**src/hdl/prmt_pkg.sv**
```systemverilog
// ----------------------------------------------------------------------------
// prmt_pkg: shared types and codes for the packet replica merge table
// Arrival port codes, result codes and the table update bundle.
// ----------------------------------------------------------------------------
`timescale 1ns / 1ps

package prmt_pkg;

    // fixed field widths
    localparam int PORT_W   = 3;
    localparam int ID_W     = 16;
    localparam int HANDLE_W = 16;
    localparam int COUNT_W  = 8;
    localparam int STATUS_W = 3;

    // arrival port codes
    localparam logic [PORT_W-1:0] IN_CLIENT       = 3'd0;
    localparam logic [PORT_W-1:0] IN_P1_TO_SERVER = 3'd1;
    localparam logic [PORT_W-1:0] IN_P2_TO_SERVER = 3'd2;
    localparam logic [PORT_W-1:0] IN_SERVER       = 3'd3;
    localparam logic [PORT_W-1:0] IN_P1_TO_CLIENT = 3'd4;
    localparam logic [PORT_W-1:0] IN_P2_TO_CLIENT = 3'd5;

    // configuration register indexes
    localparam int REG_COPIES_NEEDED = 0;
    localparam logic [COUNT_W-1:0] COPIES_RESET = 8'd2;

    // departure port codes
    typedef enum logic [PORT_W-1:0] {
        OUT_MIRROR1 = 3'd0,
        OUT_DROP    = 3'd1,
        OUT_SERVER  = 3'd2,
        OUT_MIRROR2 = 3'd3,
        OUT_CLIENT  = 3'd4
    } t_out_port;

    // result status codes
    typedef enum logic [STATUS_W-1:0] {
        ST_OK      = 3'd0,
        ST_DUP     = 3'd1,
        ST_FULL    = 3'd2,
        ST_MISSING = 3'd3,
        ST_BADPORT = 3'd4,
        ST_WAIT    = 3'd5
    } t_status;

    // table update and result for one item
    typedef struct packed {
        logic                cnt_we;
        logic [COUNT_W-1:0]  cnt_wdata;
        logic                hdl_we;
        logic [HANDLE_W-1:0] hdl_wdata;
        logic                live_inc;
        logic                live_dec;
        t_out_port           out_port;
        logic [HANDLE_W-1:0] out_handle;
        logic                rel_valid;
        logic [HANDLE_W-1:0] rel_handle;
        t_status             status;
    } t_upd_res;

endpackage

```
**src/hdl/prmt_update.sv**
```systemverilog
// ----------------------------------------------------------------------------
// prmt_update: entry update decision
// Given one item and its table entry, decides the write-back and the result.
// ----------------------------------------------------------------------------
`timescale 1ns / 1ps

module prmt_update import prmt_pkg::*; #(
    parameter int TABLE_DEPTH = 65536,
    parameter int LIVE_W      = 17
) (
    input  logic [PORT_W-1:0]   i_port,
    input  logic [HANDLE_W-1:0] i_handle,
    input  logic [COUNT_W-1:0]  i_cnt,
    input  logic [HANDLE_W-1:0] i_stored,
    input  logic [LIVE_W-1:0]   i_live,
    input  logic [COUNT_W-1:0]  i_copies,
    output t_upd_res            o_res
);

    localparam logic [LIVE_W-1:0] FULL_COUNT = LIVE_W'(TABLE_DEPTH);

    logic [COUNT_W-1:0] w_dec;
    logic               w_live_nz;

    assign w_dec     = i_cnt - COUNT_W'(1);
    assign w_live_nz = (i_live != '0);

    always_comb begin
        o_res            = '0;
        o_res.out_port   = OUT_DROP;
        o_res.out_handle = i_handle;
        o_res.status     = ST_OK;
        o_res.hdl_wdata  = i_handle;
        o_res.cnt_wdata  = w_dec;

        case (i_port) inside
            // opening packet from client or server
            IN_CLIENT, IN_SERVER: begin
                if (i_live >= FULL_COUNT) begin
                    o_res.status = ST_FULL;
                end else if (i_cnt != '0) begin
                    o_res.status = ST_DUP;
                end else begin
                    o_res.cnt_we    = 1'b1;
                    o_res.cnt_wdata = (i_copies != '0) ? i_copies : COUNT_W'(1);
                    o_res.hdl_we    = 1'b1;
                    o_res.live_inc  = 1'b1;
                    o_res.out_port  = (i_port == IN_CLIENT) ? OUT_MIRROR1 : OUT_MIRROR2;
                end
            end
            // path 1 replica: keeps the newest copy
            IN_P1_TO_SERVER, IN_P1_TO_CLIENT: begin
                if (i_cnt == '0) begin
                    o_res.status = ST_MISSING;
                end else begin
                    o_res.cnt_we     = 1'b1;
                    o_res.rel_valid  = 1'b1;
                    o_res.rel_handle = i_stored;
                    if (w_dec == '0) begin
                        o_res.live_dec = w_live_nz;
                        o_res.out_port = (i_port == IN_P1_TO_SERVER) ? OUT_SERVER
                                                                     : OUT_CLIENT;
                    end else begin
                        o_res.hdl_we = 1'b1;
                        o_res.status = ST_WAIT;
                    end
                end
            end
            // path 2 replica: forwards the stored copy on completion
            IN_P2_TO_SERVER, IN_P2_TO_CLIENT: begin
                if (i_cnt == '0) begin
                    o_res.status = ST_MISSING;
                end else begin
                    o_res.cnt_we = 1'b1;
                    if (w_dec == '0) begin
                        o_res.out_handle = i_stored;
                        o_res.rel_valid  = 1'b1;
                        o_res.rel_handle = i_handle;
                        o_res.live_dec   = w_live_nz;
                        o_res.out_port   = (i_port == IN_P2_TO_SERVER) ? OUT_SERVER
                                                                       : OUT_CLIENT;
                    end else begin
                        o_res.status = ST_WAIT;
                    end
                end
            end
            default: begin
                o_res.status = ST_BADPORT;
            end
        endcase
    end

endmodule

```
**config.mk**
```make
export PLATFORM = sky130hd
export DESIGN_NAME = prmt_update
export DESIGN_NICKNAME = d
export VERILOG_FILES = /design/src/hdl/prmt_pkg.sv /design/src/hdl/prmt_update.sv
export SDC_FILE = /design/constraint.sdc
export NUM_CORES = 1
export LEC_CHECK = 0
export BUFFER_PORTS_ARGS = -buffer_cell sky130_fd_sc_hd__clkbuf_2
export CAP_MARGIN = 10
export CORE_MARGIN = 5
export CORE_UTILIZATION = 38
export DETAILED_ROUTE_END_ITERATION = 8
export PLACE_DENSITY = 0.95
export SLEW_MARGIN = 5
export SYNTH_ARGS = -nofsm -noshare
export SYNTH_HDL_FRONTEND = slang
export SYNTH_SLANG_ARGS = --single-unit
```
**constraint.sdc**
```tcl
create_clock -name vclk -period 4.7
set_input_delay 0.47 -clock vclk [all_inputs]
set_output_delay 0.47 -clock vclk [all_outputs]
set_load 0.05 [all_outputs]
```
==> impl_summary.md, run 1 <==
STA
The worst path meets setup with 1.38 ns of slack. Headroom to the max-slew limit came out at 0.340. Setup violations remaining at the end of the flow were counted as 0. At the pin with the least slew margin, the transition time is 0.984 ns. On the final layout, the worst hold slack is 1.27 ns.

The setup total negative slack is 0 ns. The max-slew violation total from the final report is 0. The peak clock frequency supported by timing is 0.301 GHz. The worst path needs 3.32 ns of the cycle, external delays included. Setup repair after global routing left no endpoint under its margin. The final period utilization is 0.707.

The number of hold violations in the final report came to 0.

Drt
The first routing iteration left 94 violations. The met3 routed wirelength is 420 um. The via total after detailed routing is 1,625. In the final routed layout, each cell accounts on average for 14.4 um. The top routing layer in use is met4. The overall routed net length is 4340 um. The detail route stage leaves a number of antenna-violating nets equal to 0. The number of iterations in the first detailed-routing pass is 4. The per-cell via count in the routed design is 5.40. The final routed DRC violation total is 0. The detailed router put a total of 1600 um of wire on met1. The detailed route wirelength on metal2 is 2290 um.

Worst setup path
The kind of start point of the critical path is an input port. For the worst setup path, the data required time is 4.23 ns. The kind of critical path is in2out.

In this run the worst path has a maximum fanout of 32. The capturing element type of the critical path is an output port. At the worst endpoint, the arrival time is 2.85 ns.

Cells and area
The end-of-flow core utilization is 0.595. At the end of the flow, the number of nets in the layout was 343. The register area is 0 sq um.

In the final layout, the share of cells above drive strength 1 is 0.578. Excluding fillers, the count of instances in the completed layout stands at 301. The finished cells cover 1670 sq um. The count of inserted antenna diode cells is 0. The area growth from synthesis to layout is 47.5%. The sequential cell count of the final layout is 0.

The layout has 0 clock buffers.

Job
The number of max-cap violations is 0.

Power
The worst-case IR drop observed on VDD is 82.2 uV. Overall power consumption after layout is estimated at 0.233 mW. The analysis attributes to cell leakage a power of 0.907 nW. The power per cell area is 140 nW/um^2.

Synthesis
A synthesized cell averages 7.08 sq um. The cell area that synthesis handed to floorplanning was 1130 sq um. For this run, the register share of the synthesized area comes to 0.

The top-area cell type share of the netlist area is 0.149. The synthesized design spends more area on one cell type than any other, namely sky130_fd_sc_hd__mux2_2. Counting every net in the synthesized netlist gives 231. The cell count after synthesis is 160. Counting instances in the post-synthesis netlist gives the leading cell types as 19 x sky130_fd_sc_hd__nor2_1, 16 x sky130_fd_sc_hd__a22o_1, 16 x sky130_fd_sc_hd__buf_4. Yosys printed 0 warnings.

Ranked by total cell area, the synthesized netlist is headed by sky130_fd_sc_hd__mux2_2 15%, sky130_fd_sc_hd__a22o_1 12%, sky130_fd_sc_hd__buf_4 11%. sky130_fd_sc_hd__nor2_1 is the most common cell in the netlist. Yosys mapped the design onto 38 distinct sky130hd cell types.

Global route
The wire length of the first global-routing pass is 7070 um. The total routing usage reported by global routing is 0.197. The number of antenna violations at the first check in global routing is 0. Entering global routing, the biggest net connects 33 pins.

The total overflow left after global routing is 0. The via count of the first global-routing pass is 1,613.

Floorplanning
The die area is 4170 sq um. The number of cell rows is 19. Pin placement for this block handled 135 I/O pins. Measured along the y axis, the die boundary spans 64.6 um. The effective utilization at floorplan is 0.404. From left edge to right edge, the die measures 64.6 um.

The core region area is 2810 sq um.

Placement
The number of placed instances, taps included, is 301. The final RePlAce weighted congestion is 0.773. Input and output buffers added on the ports amount to 135. Once placement finished, the instance area stood at 1670 sq um. At the placement stage, the worst setup path has a slack of 1.36 ns. Once detailed placement completed, the half-perimeter wirelength came to 3800 um.

Hold path
The terminating pin of the worst hold path is o_res[42]. The path class of the tightest hold or removal check is in2out. The startpoint identified for the worst hold timing path is i_handle[1]. Along the worst hold path, the cell count comes to 2.

Status
The flow ran to the end, and the final reports show no timing, DRC or antenna violations.

Clock tree
The count of hold buffers inserted by post-cts repair is 0. Buffers added to address setup during post-CTS repair amount to 0. Gates resized during post-CTS repair numbered 0.
## how the worst max path moves through the flow
stage	startpoint	end	slack, ns	depth (start not counted)
2_1_floorplan	i_cnt[1]	o_res[0]	1.49	7
3_3_place_gp	i_cnt[0]	o_res[25]	1.46	9
3_5_place_dp	i_cnt[0]	o_res[26]	1.36	9
4_1_cts	i_cnt[0]	o_res[26]	1.35	9
5_1_grt	i_cnt[0]	o_res[25]	1.20	9
6_report	i_cnt[0]	o_res[26]	1.38	10
## placed cells by master, fill, tap and decap left out, types with 5 or more instances in the layout
cell	n
sky130_fd_sc_hd__inv_1	6
sky130_fd_sc_hd__a22o_1	16
sky130_fd_sc_hd__clkbuf_2	135
sky130_fd_sc_hd__mux2_2	15
sky130_fd_sc_hd__xnor2_1	5
sky130_fd_sc_hd__nand2_1	13
sky130_fd_sc_hd__nor3_1	5
sky130_fd_sc_hd__nor2_1	19
sky130_fd_sc_hd__nor4_1	5
sky130_fd_sc_hd__a21oi_1	9
sky130_fd_sc_hd__o21ai_0	7
## kinds of logic (layout without fill, tap and decap cells)
kind of cell    Yosys count  after routing  synth area share
compound gates           45             45             0.307
fa+ha+maj                 3              3            0.0332
buf+inv                  32            142             0.182
mux                      16             16             0.159
simple gates             57             57             0.264
xor+xnor                  7              7            0.0541
## cell type report
type | instances | area [sq um]
fillers | 267 | 1130
inverters | 6 | 22.5
multi-input cells | 128 | 926
well taps | 31 | 38.8
repair buffers | 136 | 683
## critical path, stage by stage
cell	delay (ns)
sky130_fd_sc_hd__clkbuf_2	0.13
sky130_fd_sc_hd__inv_1	0.07
sky130_fd_sc_hd__ha_1	0.26
sky130_fd_sc_hd__nor3b_1	0.25
sky130_fd_sc_hd__o2bb2ai_1	0.17
sky130_fd_sc_hd__a22oi_2	0.19
sky130_fd_sc_hd__a2111oi_4	0.30
sky130_fd_sc_hd__buf_4	0.37
sky130_fd_sc_hd__mux2_2	0.38
sky130_fd_sc_hd__clkbuf_2	0.24
## power breakdown
group / leakage (nW) / switching [mW] / internal, mW / total [mW]
Clock: 0 / 0 / 0 / 0
Combinational: 0.907 / 0.170 / 0.0638 / 0.233
Sequential: 0 / 0 / 0 / 0
Total: 0.907 / 0.170 / 0.0638 / 0.233
## routing by layer
layer / global-route usage / up-vias
li1: - / 806
met1: 0.218 / 723
met2: 0.394 / 94
met3: 0.0432 / 2
met4: 0.0158 / 0
met5: 0 / -
No activity file was read; power rests on OpenSTA's default activity.
==> inputs of run 2 (changes only) <==
--- a/config.mk
+++ b/config.mk
@@ -5,12 +5,13 @@
 export SDC_FILE = /design/constraint.sdc
 export NUM_CORES = 1
 export LEC_CHECK = 0
+export ABC_AREA = 1
 export BUFFER_PORTS_ARGS = -buffer_cell sky130_fd_sc_hd__clkbuf_2
 export CAP_MARGIN = 10
 export CORE_MARGIN = 5
-export CORE_UTILIZATION = 38
+export CORE_UTILIZATION = 32
 export DETAILED_ROUTE_END_ITERATION = 8
-export PLACE_DENSITY = 0.95
+export PLACE_DENSITY = 0.91
 export SLEW_MARGIN = 5
 export SYNTH_ARGS = -nofsm -noshare
 export SYNTH_HDL_FRONTEND = slang
==> constraint.sdc (replaced) <==
create_clock -name vclk -period 2.71
set_input_delay 0.271 -clock vclk [all_inputs]
set_output_delay 0.271 -clock vclk [all_outputs]
set_load 0.05 [all_outputs]
==> impl_summary.md, run 2 <==
Floorplanning
135 I/O pins were placed. The die covers 5040 sq um. For this configuration, the core starts out at a cell density of 0.328. The region available for standard cell placement spans 3630 sq um. The die is 71.0 um tall. In this run the core area contains 22 standard-cell rows. The die outline width is 71.0 um.

Power
The maximum resistive drop on vdd is 94.2 uV. For this design the ratio of total power to cell area is 229 nW/um^2. The combinational power share is 1.000. Of the total power, the share spent switching nets is 0.712. Cell internal power was estimated by the tool at 0.125 mW.

The analysis attributes to net switching a power of 0.309 mW. The part of the power in registers is 0. For this design the static power due to leakage is 1.22 nW. The power consumption is 0.434 mW.

Of the total power, the clock network draws 0.

Cells and area
From synthesis to final layout, the design area changed by 58.9%. The top cell types in the final layout, fill and taps aside, are 128 x sky130_fd_sc_hd__clkbuf_2, 51 x sky130_fd_sc_hd__inv_1, 47 x sky130_fd_sc_hd__nand2_1, 18 x sky130_fd_sc_hd__nor2_1, 17 x sky130_fd_sc_hd__o21ai_1. The design has 0 sequential cells. Summing all multi-input logic gate instances after layout gives 818 sq um. The number of clock buffer instances in the layout is 0.

The repair_antennas step left the layout with diodes totalling 0. The final-stage net count is 410. Leaving out fill and tap cells, the most frequent cell in the layout is sky130_fd_sc_hd__clkbuf_2.

The post-layout instance area is 1890 sq um. Once layout is complete, the utilization of the core stands at 0.521. The ratio of cells with drive above 1 in the final layout is 0.472.

The register area is 0 sq um. The filler cells instantiated in the layout total 380.

STA
Setup repair after global routing left no endpoint under its margin. The final period utilization is 0.873. The peak clock frequency supported by timing is 0.423 GHz. The headroom to the max-slew limit is 0.680.

The number of hold violations in the final report is 0. The worst path needs 2.37 ns of the cycle, external delays included. Final hold analysis gives a worst-case slack of 0.868 ns.

At the pin with the least slew margin, the transition time is 0.475 ns. The max-slew violation total from the final report is 0. Setup violations remaining at the end of the flow were counted as 0.

Worst setup path
The stage delay of the slowest cell on the critical path is 0.30 ns. The slowest stage of the critical path is the sky130_fd_sc_hd__clkbuf_2 cell. In this run the worst path has a maximum fanout of 49.

Data arrives at the worst endpoint at 2.09 ns. STA classifies the critical path startpoint as an input port. STA classifies the critical path endpoint as an output port.

Walking the worst path, the cells encountered are clkbuf_2 -> inv_1 -> ha_1 -> inv_1 -> nand2_1 -> nand3_1 -> nor2_1 -> nand2_1 -> nor2_2 -> nand4_2 -> buf_12 -> o21ai_1 -> clkbuf_2. The critical path is of the in2out type. Data on the critical path is required at its endpoint by 2.44 ns.

Synthesis
The Yosys step of the flow raised 0 warnings. The number of different library cells used by synthesis comes to 30. Synthesis produced a netlist with a net count of 293. Of the post-synthesis cell area, the dominant cell type holds 0.161. Yosys attributes the largest share of cell area to sky130_fd_sc_hd__inv_1 16%, sky130_fd_sc_hd__nand2_1 15%, sky130_fd_sc_hd__o22ai_2 11%.

The synthesized design spends more area on one cell type than any other, namely sky130_fd_sc_hd__inv_1. A synthesized cell averages 5.37 sq um. By count the netlist is led by 51 x sky130_fd_sc_hd__inv_1, 47 x sky130_fd_sc_hd__nand2_1, 18 x sky130_fd_sc_hd__nor2_1. Summing every instance area after synthesis gives 1190 sq um. The most common cell in the synthesized netlist is sky130_fd_sc_hd__inv_1. The cell count after synthesis is 222. For this run, the register share of the synthesized area comes to 0.

Status
The flow ran to the end, and the final reports show no timing, DRC or antenna violations.

Placement
The placement-stage cell area is 1890 sq um. Buffers placed on the I/O ports in this run total 135. Summed over all nets, the half-perimeter wirelength after detailed placement is 3830 um.

The final RePlAce weighted congestion is 0.862.

Global route
The wire length of the first global-routing pass is 6880 um. The pin count of the biggest net entering global routing is 50. The number of antenna violations at the first check in global routing came to 0.

After global routing the overflow that remains totals 0. In the global route stage, overall resource usage came out at 0.155. The via count of the first global-routing pass came to 1,630.

Drt
The via total after detailed routing is 1,770. The per-cell via count in the routed design is 4.60. The overall routed net length is 4350 um. The residual antenna-violating net count after detailed routing is 0. The routed length per placed instance is 11.3 um.

The number of iterations in the first detailed-routing pass is 4. For this run, design rule violations remaining after detail routing come to 0. In this run, the number of DRC markers left after iteration 0 of detailed routing was 86.

Job
Across the run, the number of max-cap violations was 0.

Hold path
The beginning of the worst hold path is i_handle[7]. The cell depth of the worst min-delay path is 2. The worst hold path terminates at o_res[48]. The path class of the tightest hold or removal check is in2out.

Clock tree
The count of hold buffers inserted by post-cts repair is 0. The number of setup buffers added after CTS is 0. After clock tree synthesis, the repair step resized 0 gates.
-- run 2: changes by cell type after synthesis, moves of 7 or more --
cell                      before  now
sky130_fd_sc_hd__o22ai_2       0   10
sky130_fd_sc_hd__nand2_1      13   47
sky130_fd_sc_hd__o22ai_1       1    8
sky130_fd_sc_hd__inv_1         6   51
sky130_fd_sc_hd__mux2_2       15    0
sky130_fd_sc_hd__o21ai_1       0   17
sky130_fd_sc_hd__a22o_1       16    0
sky130_fd_sc_hd__a21oi_1       9    2
sky130_fd_sc_hd__nand3_1       0    8
-- run 2: layout make-up --
type / count / share of cell area
inverter: 53 / 0.105
tap: 48 / 0.0317
multi-input combinational: 146 / 0.432
timing repair buffer: 138 / 0.431
-- run 2: worst max-delay path by stage --
| stage | endpoint | startpoint | cells after the start | slack, ns |
|---|---|---|---|---|
| after floorplan | o_res[60] | i_cnt[0] | 8 | -0.17 |
| after global routing | o_res[19] | i_cnt[0] | 13 | 0.11 |
| after detailed placement | o_res[27] | i_cnt[0] | 13 | 0.36 |
| after global placement | o_res[20] | i_cnt[0] | 13 | 0.42 |
| after CTS | o_res[27] | i_cnt[0] | 13 | 0.35 |
| final | o_res[27] | i_cnt[0] | 13 | 0.34 |
-- run 2: per-stage QoR --
stage / setup TNS (ns) / setup slack, ns / instances
after floorplan: -0.696 / -0.174 / 222
after global placement: 0 / 0.418 / 385
after detailed placement: 0 / 0.358 / 385
after CTS: 0 / 0.351 / 385
after global routing: 0 / 0.110 / 385
final: 0 / 0.344 / 385
-- run 2: cells by family after synthesis --
kind of cell,Yosys count,share of synthesized area
AND/OR/NAND/NOR,90,0.341
buffers and inverters,76,0.313
AO/OA/AOI/OAI,51,0.298
adder cells (fa/ha/maj),3,0.0315
XOR/XNOR,1,0.00735
multiplexers,1,0.00840
-- run 2: power groups by stage --
stage / logic [mW] / registers (mW) / clock network (mW)
finish: 0.434 / 0 / 0
floorplan: 0.305 / 0 / 0
detailed placement: 0.435 / 0 / 0
global placement: 0.429 / 0 / 0
global route: 0.461 / 0 / 0
CTS: 0.436 / 0 / 0
-- run 2: per-layer routing --
layer  up-vias  part of all wire  global-route usage
met5         -                 0                   0
met4         0            0.0062              0.0167
met3         2             0.072              0.0213
met2        69              0.54               0.321
met1       764              0.38               0.168
li1        935                 -                   -
-- run 2: critical path: cells and delay by family --
family | cells | cell delay [ns]
adders and majority gates | 1 | 0.28
AOI/OAI and AO/OA | 1 | 0.15
and+or+nand+nor | 6 | 0.57
buffers and inverters | 5 | 0.81
==> inputs of run 3 (changes only) <==
--- a/config.mk
+++ b/config.mk
@@ -6,12 +6,12 @@
 export NUM_CORES = 1
 export LEC_CHECK = 0
 export ABC_AREA = 1
-export BUFFER_PORTS_ARGS = -buffer_cell sky130_fd_sc_hd__clkbuf_2
 export CAP_MARGIN = 10
 export CORE_MARGIN = 5
-export CORE_UTILIZATION = 32
+export CORE_UTILIZATION = 50
 export DETAILED_ROUTE_END_ITERATION = 8
-export PLACE_DENSITY = 0.91
+export DONT_BUFFER_PORTS = 1
+export PLACE_DENSITY = 0.79
 export SLEW_MARGIN = 5
 export SYNTH_ARGS = -nofsm -noshare
 export SYNTH_HDL_FRONTEND = slang
==> impl_summary.md, run 3 (synthesis gave the netlist of run 2 again) <==
Global route
In the global route stage, overall resource usage came out at 0.200. The met2 demand-to-capacity share in global routing is 0.424. The met3 track demand over resource is 0.0439.

For this run the aggregate overflow at the end of global routing stands at 0. The most congested layer reported by global routing is met2. The first global-routing pass estimated 5880 um of wire.

The number of antenna violations at the first check in global routing is 0. The pin count of the biggest net entering global routing is 50. The via count of the first global-routing pass was 1,422. For met1 alone, demand over resource in global routing was 0.201.

Cells and area
The number of filler cells placed in the layout is 204. The post-layout instance area is 1460 sq um. The synthesis-to-finish area growth is 22.8%. The register area is 0 sq um.

In the finished layout, the clock tree contains a buffer count of 0. The sequential cell count of the final layout is 0. In the final layout, the multi-input gates occupy 818 sq um. The commonest non-fill, non-tap cell in the layout is sky130_fd_sc_hd__buf_4. The ratio of cells with drive above 1 in the final layout is 0.294.

The end-of-flow core utilization is 0.655. The library cells used most frequently in the layout, excluding fill and tap cells, are 52 x sky130_fd_sc_hd__buf_4, 51 x sky130_fd_sc_hd__inv_1, 47 x sky130_fd_sc_hd__nand2_1, 21 x sky130_fd_sc_hd__o21ai_1, 18 x sky130_fd_sc_hd__nor2_1. The final-stage net count is 325. The number of antenna diodes in the final layout is 0.

STA
The headroom to the max-slew limit is 0.665. The shortest clock period the worst path allows after layout is 2.38 ns. The number of hold violations in the final report is 0. The setup total negative slack is 0 ns. The final setup violation count is 0. Setup repair after global routing left no endpoint under its margin. The peak clock frequency supported by timing is 0.420 GHz. The max-slew violation total from the final report is 0. The slew at the pin closest to its max-slew limit is 0.497 ns. In the finished design, the share of the clock period the worst path needs comes to 0.879.

Worst setup path
The largest individual stage delay along the critical path comes from the cell sky130_fd_sc_hd__ha_1. STA classifies the critical path endpoint as an output port. Counting both buffers and inverters, the worst setup path holds a total of 4. In this run the worst path has a maximum fanout of 6. The cell class contributing the biggest share of worst-path delay is simple AND/OR/NAND/NOR gates.

STA classifies the critical path startpoint as an input port. The kind of critical path is in2out. The largest single stage delay on the critical path is 0.28 ns.

Data arrives at the worst endpoint at 2.11 ns. Walking the worst path, the cells encountered are inv_1 -> ha_1 -> inv_1 -> nand2_1 -> nand3_1 -> nor2_1 -> nand2_1 -> nor2_2 -> nand2_1 -> nor2_1 -> inv_1 -> nor3_1 -> buf_4. The worst path required time is 2.44 ns.

Clock tree
The count of hold buffers inserted by post-cts repair is 0. The number of setup buffers added after CTS is 0. After clock tree synthesis, the repair step resized 0 gates.

Drt
The routed layout has 1,514 vias. The DRC violation total after the first TritonRoute iteration is 37. The per-cell via count in the routed design is 5.41. The pre-antenna-repair detailed-routing pass consisted of 4 iterations. The residual antenna-violating net count after detailed routing is 0. The final routed DRC violation total is 0. The routed length per placed instance is 13.7 um. The overall routed net length is 3830 um.

Power
Across the VDD grid, the largest voltage drop is 160 uV. The power consumption is 0.325 mW. The power per cell area is 222 nW/um^2. The leakage dissipation is 0.864 nW.

Floorplanning
The effective utilization at floorplan is 0.533. After floorplanning, the core was sized to cover 2230 sq um. The number of cell rows is 17. The die outline width is 58.8 um. The die is 58.8 um tall.

135 I/O pins were placed. The die area is 3460 sq um.

Hold path
The worst hold-check path type is in2out.

Status
The flow ran to the end, and the final reports show no timing, DRC or antenna violations.

Job
The number of max-cap violations is 0.

Placement
The final RePlAce weighted congestion is 0.862. The total of buffers placed on input and output ports is 0. The detailed placement HPWL is 3230 um.

In this run the cell area measured after placement is 1460 sq um.
==> run 3: layout make-up <==
class,instances,area share
multi-input combinational,146,0.559
tap,28,0.0240
inverter,53,0.136
timing repair buffer,53,0.281
==> run 3: routing by layer <==
| metal | vias to the layer above | part of all wire | wire length [um] |
|---|---|---|---|
| li1 | 761 | - | - |
| met1 | 661 | 0.35 | 1330 |
| met2 | 90 | 0.53 | 2040 |
| met3 | 2 | 0.12 | 457 |
| met4 | 0 | 0.0021 | 8 |
| met5 | - | 0 | 0 |
==> run 3: through the flow <==
| stage | hold slack [ns] | worst slack, ns | std cells |
|---|---|---|---|
| floorplan | 0.709 | -0.174 | 222 |
| global placement | 0.542 | 0.413 | 280 |
| detailed placement | 0.542 | 0.385 | 280 |
| CTS | 0.542 | 0.357 | 280 |
| global route | 0.542 | 0.0809 | 280 |
| finish | 0.542 | 0.329 | 280 |
==> run 3: worst paths after layout <==
kind                   endpoint  cells past startpoint         from
worst max-delay path  o_res[38]                     13     i_cnt[0]
worst min-delay path  o_res[47]                      0  i_handle[6]
==> run 3: where the power goes <==
| group | internal (mW) | leakage, nW | switching (mW) |
|---|---|---|---|
| logic | 0.0964 | 0.864 | 0.229 |
| clock network | 0 | 0 | 0 |
| registers | 0 | 0 | 0 |
